### src/rtl/irl_pkg.sv
// Shared types and constants for the input run-length logger.
// Used by the cell, the row and the top level; no dependencies.
package irl_pkg;

    localparam int STICK_W   = 4;
    localparam int BUTTON_W  = 4;
    localparam int FRAMES_W  = 10;
    localparam int IDLE_W    = 16;
    localparam int INDEX_W   = 5;
    localparam int CFG_IDX_W = 2;
    localparam int CFG_DAT_W = 16;

    localparam logic CMD_TICK = 1'b0;
    localparam logic CMD_READ = 1'b1;

    localparam logic [CFG_IDX_W-1:0] CFG_IDLE_TIMEOUT = 2'd0;
    localparam logic [CFG_IDX_W-1:0] CFG_COUNT_CAP    = 2'd1;

    localparam logic [IDLE_W-1:0]   RESET_IDLE_TIMEOUT = 16'd1800;
    localparam logic [FRAMES_W-1:0] RESET_COUNT_CAP    = 10'd1000;

    typedef struct packed {
        logic [STICK_W-1:0]  stick;
        logic [BUTTON_W-1:0] buttons;
        logic [FRAMES_W-1:0] frames;
    } t_entry;

    localparam int ENTRY_W = $bits(t_entry);

    typedef struct packed {
        logic wipe;
        logic load;
    } t_cell_ctl;

endpackage

### src/rtl/irl_cell.sv
// One storage cell of a shifting row: loads its neighbor's word or wipes.
// Depends on irl_pkg for the control struct.
module irl_cell
    import irl_pkg::*;
#(
    parameter int W = 4
) (
    input  logic         i_clk,
    input  logic         i_rst_n,
    input  t_cell_ctl    i_ctl,
    input  logic [W-1:0] i_d,
    output logic [W-1:0] o_q
);

    logic [W-1:0] r_q;
    logic [W-1:0] n_q;

    always_comb begin
        n_q = r_q;
        if (i_ctl.load) begin
            n_q = i_ctl.wipe ? '0 : i_d;
        end else if (i_ctl.wipe) begin
            n_q = '0;
        end
    end

    always_ff @(posedge i_clk) begin
        if (!i_rst_n) begin
            r_q <= '0;
        end else begin
            r_q <= n_q;
        end
    end

    assign o_q = r_q;

endmodule

### src/rtl/irl_row.sv
// Row of irl_cell instances; cell 0 takes the head word, each other cell
// takes the word of the cell before it. Depends on irl_pkg and irl_cell.
module irl_row
    import irl_pkg::*;
#(
    parameter int W     = 4,
    parameter int DEPTH = 16
) (
    input  logic         i_clk,
    input  logic         i_rst_n,
    input  t_cell_ctl    i_head_ctl,
    input  t_cell_ctl    i_tail_ctl,
    input  logic [W-1:0] i_head,
    output logic [W-1:0] o_q [DEPTH]
);

    irl_cell #(.W(W)) u_head (
        .i_clk   (i_clk),
        .i_rst_n (i_rst_n),
        .i_ctl   (i_head_ctl),
        .i_d     (i_head),
        .o_q     (o_q[0])
    );

    for (genvar g = 1; g < DEPTH; g++) begin : g_cell
        irl_cell #(.W(W)) u_cell (
            .i_clk   (i_clk),
            .i_rst_n (i_rst_n),
            .i_ctl   (i_tail_ctl),
            .i_d     (o_q[g-1]),
            .o_q     (o_q[g])
        );
    end

endmodule

### src/rtl/input_run_length_logger.sv
// Top level of the input run-length logger: handshake, config registers,
// run/idle control and the log and trajectory rows. Depends on irl_pkg, irl_row.
// An accepted word's result word is registered and shows in the cycle after it is accepted.
// Throughput: one word per cycle while i_ready stays high; the output register frees as it is taken.
// Reset: synchronous, active low; log and trajectory clear at once, block
// inactive, registers at 1800 and 1000.
module input_run_length_logger
    import irl_pkg::*;
#(
    parameter int LOG_DEPTH  = 32,
    parameter int TRAJ_DEPTH = 16
) (
    input  logic                 i_clk,
    input  logic                 i_rst_n,
    input  logic                 i_valid,
    output logic                 o_ready,
    input  logic                 i_cmd,
    input  logic [STICK_W-1:0]   i_stick_bits,
    input  logic [BUTTON_W-1:0]  i_button_bits,
    input  logic                 i_clear_req,
    input  logic [INDEX_W-1:0]   i_read_index,
    output logic                 o_valid,
    input  logic                 i_ready,
    output logic [STICK_W-1:0]   o_entry_stick,
    output logic [BUTTON_W-1:0]  o_entry_buttons,
    output logic [FRAMES_W-1:0]  o_entry_frames,
    output logic [STICK_W-1:0]   o_path_stick,
    output logic                 o_active,
    output logic [IDLE_W-1:0]    o_idle_frames,
    input  logic                 i_cfg_valid,
    output logic                 o_cfg_ready,
    input  logic [CFG_IDX_W-1:0] i_cfg_index,
    input  logic [CFG_DAT_W-1:0] i_cfg_data
);

    localparam int LW = (LOG_DEPTH > 1) ? $clog2(LOG_DEPTH) : 1;
    localparam int TW = (TRAJ_DEPTH > 1) ? $clog2(TRAJ_DEPTH) : 1;

    logic [IDLE_W-1:0]   r_idle_timeout;
    logic [FRAMES_W-1:0] r_count_cap;
    logic [IDLE_W-1:0]   r_idle;
    logic [IDLE_W-1:0]   n_idle;
    logic                r_active;
    logic                n_active;

    logic                r_valid;
    t_entry              r_entry;
    logic [STICK_W-1:0]  r_path;
    logic                r_out_active;
    logic [IDLE_W-1:0]   r_out_idle;

    t_entry              n_entry;
    logic [STICK_W-1:0]  n_path;

    logic                accept;
    logic                tick;
    logic                wipe;
    logic                push;
    logic                same;
    t_entry              head_old;
    t_entry              head_new;
    logic [IDLE_W-1:0]   idle_mid;
    logic                active_mid;

    logic [ENTRY_W-1:0]  log_q  [LOG_DEPTH];
    logic [STICK_W-1:0]  traj_q [TRAJ_DEPTH];
    t_cell_ctl           head_ctl;
    t_cell_ctl           log_ctl;
    t_cell_ctl           traj_ctl;
    logic [LW-1:0]       log_sel;
    logic [TW-1:0]       traj_sel;

    assign o_ready     = !r_valid || i_ready;
    assign accept      = i_valid && o_ready;
    assign tick        = accept && (i_cmd == CMD_TICK);
    assign o_cfg_ready = 1'b1;

    assign head_old = t_entry'(log_q[0]);
    assign wipe     = i_clear_req || (r_active && (r_idle >= r_idle_timeout));

    always_comb begin
        idle_mid   = wipe ? '0 : r_idle;
        active_mid = wipe ? i_clear_req : r_active;
        head_new   = wipe ? '0 : head_old;
        same       = (i_stick_bits == head_new.stick) && (i_button_bits == head_new.buttons);
        push       = !same;
        n_idle     = idle_mid;
        n_active   = active_mid;
        if (same) begin
            if ((i_stick_bits == '0) && (i_button_bits == '0) && active_mid
                && (idle_mid < r_idle_timeout)) begin
                n_idle = idle_mid + 1'b1;
            end
            if (head_new.frames < r_count_cap) begin
                head_new.frames = head_new.frames + 1'b1;
            end
        end else begin
            head_new.stick   = i_stick_bits;
            head_new.buttons = i_button_bits;
            head_new.frames  = FRAMES_W'(1);
            n_idle           = IDLE_W'(1);
            n_active         = 1'b1;
        end
    end

    assign head_ctl = '{wipe: 1'b0, load: tick};
    assign log_ctl  = '{wipe: tick && wipe, load: tick && push};
    assign traj_ctl = '{wipe: tick && wipe, load: tick};

    irl_row #(.W(ENTRY_W), .DEPTH(LOG_DEPTH)) u_log (
        .i_clk      (i_clk),
        .i_rst_n    (i_rst_n),
        .i_head_ctl (head_ctl),
        .i_tail_ctl (log_ctl),
        .i_head     (ENTRY_W'(head_new)),
        .o_q        (log_q)
    );

    irl_row #(.W(STICK_W), .DEPTH(TRAJ_DEPTH)) u_traj (
        .i_clk      (i_clk),
        .i_rst_n    (i_rst_n),
        .i_head_ctl (head_ctl),
        .i_tail_ctl (traj_ctl),
        .i_head     (i_stick_bits),
        .o_q        (traj_q)
    );

    assign log_sel  = LW'(i_read_index);
    assign traj_sel = TW'(i_read_index);

    always_comb begin
        if (i_cmd == CMD_READ) begin
            n_entry = (32'(i_read_index) < LOG_DEPTH) ? t_entry'(log_q[log_sel]) : '0;
            n_path  = (32'(i_read_index) < TRAJ_DEPTH) ? traj_q[traj_sel] : '0;
        end else begin
            n_entry = head_new;
            n_path  = i_stick_bits;
        end
    end

    always_ff @(posedge i_clk) begin
        if (!i_rst_n) begin
            r_idle_timeout <= RESET_IDLE_TIMEOUT;
            r_count_cap    <= RESET_COUNT_CAP;
        end else if (i_cfg_valid) begin
            if (i_cfg_index == CFG_IDLE_TIMEOUT) begin
                r_idle_timeout <= i_cfg_data;
            end else if (i_cfg_index == CFG_COUNT_CAP) begin
                r_count_cap <= i_cfg_data[FRAMES_W-1:0];
            end
        end
    end

    always_ff @(posedge i_clk) begin
        if (!i_rst_n) begin
            r_idle   <= '0;
            r_active <= 1'b0;
            r_valid  <= 1'b0;
        end else begin
            if (tick) begin
                r_idle   <= n_idle;
                r_active <= n_active;
            end
            if (accept) begin
                r_valid <= 1'b1;
            end else if (i_ready) begin
                r_valid <= 1'b0;
            end
        end
    end

    always_ff @(posedge i_clk) begin
        if (accept) begin
            r_entry <= n_entry;
            r_path  <= n_path;
            if (i_cmd == CMD_READ) begin
                r_out_active <= r_active;
                r_out_idle   <= r_active ? r_idle : '0;
            end else begin
                r_out_active <= n_active;
                r_out_idle   <= n_active ? n_idle : '0;
            end
        end
    end

    assign o_valid         = r_valid;
    assign o_entry_stick   = r_entry.stick;
    assign o_entry_buttons = r_entry.buttons;
    assign o_entry_frames  = r_entry.frames;
    assign o_path_stick    = r_path;
    assign o_active        = r_out_active;
    assign o_idle_frames   = r_out_idle;

endmodule
### config.mk
export PLATFORM = sky130hd
export DESIGN_NAME = input_run_length_logger
export DESIGN_NICKNAME = d
export VERILOG_FILES = /design/src/rtl/irl_pkg.sv /design/src/rtl/irl_cell.sv /design/src/rtl/irl_row.sv /design/src/rtl/input_run_length_logger.sv
export SDC_FILE = /design/constraint.sdc
export NUM_CORES = 2
export LEC_CHECK = 0
export CORE_UTILIZATION = 59
export DETAILED_ROUTE_END_ITERATION = 8
export DONT_BUFFER_PORTS = 1
export PLACE_DENSITY = 0.79
export SYNTH_ARGS = -nofsm -noshare
export SYNTH_HDL_FRONTEND = slang
export SYNTH_SLANG_ARGS = --single-unit
### constraint.sdc
create_clock -name i_clk -period 10.4 [get_ports i_clk]
set_clock_uncertainty 0.1 [all_clocks]
set_input_delay 1.56 -clock i_clk [delete_from_list [all_inputs] [get_ports i_clk]]
set_output_delay 1.56 -clock i_clk [all_outputs]
set_load 0.01 [all_outputs]
==> impl_metrics.csv <==
group,metric,value,unit
cts,cts_buffer_depth,3,
setup_path,crit_type,"reg2reg",
route,drt_pass1_iterations,6,
sta,min_period_over_period,0.5746,
sta,hold_viol_final,0,
setup_path,crit_fanout,78,
sta,layout_setup_ws,4424,ps
final_layout,multiInputGateArea,16680,um^2
setup_path,max_stage_delay,870,ps
cts,path_clk_slew,60,ps
sta,setup_viol,0,
route,vias_per_cell,6.000,
cts,cts_tree,"built",
grt,grt_pass1_wl,114100,um
sta,finalMaxSlewViolations,0,
grt,grt_util_all_layers,0.2464,
setup_path,slowest_stage,"buf_4",
placed_design,hpwl,42190,um
route,num_vias,22283,
yosys,syn_nets,3136,
final_layout,stdcell_area,35110,um^2
cts,hold_buffers,0,
sta,worst_slew_pin_slew,1151,ps
yosys,synth.yosys.warnings,0,
sta,rsz0062_at_grt,"no",
grt,grt_overflow,0,
setup_path,crit_top_cell,"buf_4",
yosys,synth_cells,3056,
cts,root_buffer,"clkbuf_16",
cts,cts_buffers,73,
sta,tns,0,ps
route,wirelength,70000,um
sta,fin_hold_ws,359.9,ps
yosys,ys_ff_latch,723,
placed_design,placed_area,32840,um^2
hold_path,hp-class,"reg2reg",
grt,antenna_found_initial,0,
run_status,status,"finished clean",
final_layout,antenna_cells,0,
sta,period_needed,5976,ps
cts,clk_latency,610,ps
sta,maxSlewHeadroom,0.2329,
yosys,yosys.area.top_type,"dfxtp_1",
route,antenna_left,0,
cts,htree_levels,3,
final_layout,areaGrowthSynthToFinish,6.397,%
grt,grt_pass1_vias,22043,
power,vdd_drop_max,0.1158,mV
yosys,synth_area,33000,um^2
floorplanning,row_count,86,
route,wl_per_cell,18.85,um
power,powerDensity,159.3,nW/um^2
setup_path,cp.arrival,6320,ps
floorplanning,die_area,56880,um^2
final_layout,drive_gt1_frac,0.1194,
yosys,synth-edff-count,39,
route,drc,0,
grt,grt_start_max_net_pins,251,
placed_design,routabilityCongestion,0.9195,
floorplanning,start_util,0.5977,
sta,timing.fmax,167.3,MHz
yosys,avgSynthCellArea,10.80,um^2
route,drt_iter0_drc,1988,
yosys,yosysTopAreaCellShare,0.4150,
yosys,synth_flop_cell,"dfxtp_1",
yosys,seq_area_frac_synth,0.4505,
setup_path,path_cells,"ha_1 > nor2b_1 > o211a_1 > o311ai_4 > a31o_4 > a221oi_2 > o31ai_4 > buf_4 > buf_4 > mux2i_1 > nor2_1",
setup_path,cp.required,10740,ps
yosys,synth_area_leaders,"dfxtp_1 (42%), mux2i_1 (17%), mux4_2 (14%)",
placed_design,dp_slack,4285,ps
setup_path,endpoint_kind,"flop",
run,drv_cap,0,
floorplanning,core-area,55200,um^2
power,power.total,5.592,mW
yosys,synthArstFlopShare,0,
final_layout,final-seq-area,14860,um^2
setup_path,startpoint_type,"flop",
power,power.leakage,15.39,nW
cts,ctsResizeCount,0,
floorplanning,fp.dieH,238.5,um
floorplanning,dieWidth,238.5,um
cts,post_cts_buffers,0,
cts,clock_sinks,723,
floorplanning,io_pins,80,
final_layout,fin_nets,2998,
final_layout,fillers,4135,
yosys,synth_cell_types,79,
placed_design,port_buffers,0,
[routing by layer]
metal / GRT usage / routed length [um] / part of all wire
met4: 0.08566 / 1756 / 0.025
met1: 0.3174 / 29850 / 0.43
met5: 0 / 0 / 0
met2: 0.4204 / 34560 / 0.49
met3: 0.03945 / 3832 / 0.055
[per-stage QoR]
stage            util  std cells
2_1_floorplan       -       3056
3_3_place_gp   0.5950       3591
3_5_place_dp   0.5950       3591
4_1_cts        0.6360       3714
5_1_grt        0.6360       3714
6_report       0.6360       3714
[layout make-up]
cell class,count,area share
Clock buffer,105,0.06123
Clock inverter,18,0.003279
Inverter,52,0.005560
Timing Repair Buffer,14,0.004776
Tap cell,748,0.02666
Sequential cell,723,0.4234
Multi-Input combinational cell,2054,0.4751
[worst paths after layout]
| check | startpoint | to | slack, ps | cells past startpoint |
|---|---|---|---|---|
| worst max-delay path | r_idle[1] | u_log.g_cell[12].u_cell.o_q[12] | 4420 | 11 |
| worst min-delay path | r_count_cap[2] | r_count_cap[2] | 360 | 2 |
| worst max register to register | r_idle[1] | u_log.g_cell[12].u_cell.o_q[12] | 4420 | 11 |
| worst min register to register | r_count_cap[2] | r_count_cap[2] | 360 | 2 |
[worst max-delay path, delay by kind of cell, from the launching register on]
kind / cells / cell delay, ps
buffers and inverters: 2 / 1530
muxes: 1 / 380
adders and majority gates: 1 / 310
AOI/OAI and AO/OA: 5 / 2670
and+or+nand+nor: 2 / 210
DFF: 1 / 500
[cell usage in the layout, fill, tap and decap left out, types with 14 or more instances in the layout]
cell type / Yosys / final
o21ai_0: 29 / 29
clkbuf_8: 0 / 16
xnor2_1: 14 / 14
a22o_1: 27 / 27
a21oi_1: 125 / 125
inv_1: 52 / 51
ha_1: 42 / 42
dfxtp_1: 684 / 684
nand3_1: 61 / 61
clkbuf_1: 133 / 14
nand2_1: 216 / 214
nor2_1: 571 / 570
edfxtp_1: 39 / 39
o211ai_1: 14 / 14
mux2i_1: 556 / 556
mux4_2: 200 / 200
clkbuf_16: 0 / 75
and2_1: 16 / 16
[registers in the layout (all words and copies together) (netlist names), 4 cells and up]
| register | flops |
|---|---|
| u_log.u_head.o_q | 18 |
| u_log.g_cell.u_cell.o_q | 558 |
| o_entry_stick | 4 |
| r_idle_timeout | 16 |
| o_idle_frames | 16 |
| o_path_stick | 4 |
| r_count_cap | 10 |
| u_traj.u_head.o_q | 4 |
| u_traj.g_cell.u_cell.o_q | 60 |
| o_entry_buttons | 4 |
| r_idle | 16 |
| o_entry_frames | 10 |
[Yosys cell counts, types with 4 or more instances]
cell       number
a21boi_0        6
a21o_1          9
a21oi_1       125
a22o_1         27
a31oi_1         6
and2_1         16
and3_1          9
buf_1          20
buf_2          16
buf_6          56
clkbuf_1      133
dfxtp_1       684
edfxtp_1       39
ha_1           42
inv_1          52
mux2_2          5
mux2i_1       556
mux4_2        200
nand2_1       216
nand2b_1       12
nand3_1        61
nand3b_1        4
nand4_1        12
nor2_1        571
nor3_1         12
nor4_1         12
nor4b_1         5
o211ai_1       14
o21a_1          4
o21ai_0        29
o22ai_1         7
o2bb2ai_1       4
o31ai_1         8
or4_1           4
xnor2_1        14
xor2_1          4
[kinds of logic after synthesis]
logic type / after synthesis / synth area share
xor gates and xnor gates: 18 / 0.004778
adders and majority gates: 42 / 0.01593
and+or+nand+nor: 958 / 0.1219
DFF: 723 / 0.4505
buffers and inverters: 279 / 0.04531
other: 1 / 0.0001137
AOI/OAI and AO/OA: 274 / 0.05457
muxes: 761 / 0.3069
[report_power, final]
group / internal, mW / switching [mW] / total (mW) / leakage [nW]
logic: 0.108 / 0.164 / 0.273 / 8.37
clock network: 1.43 / 1.06 / 2.49 / 1.12
registers: 2.81 / 0.0170 / 2.83 / 5.90
No activity file was read; power rests on OpenSTA's default activity.
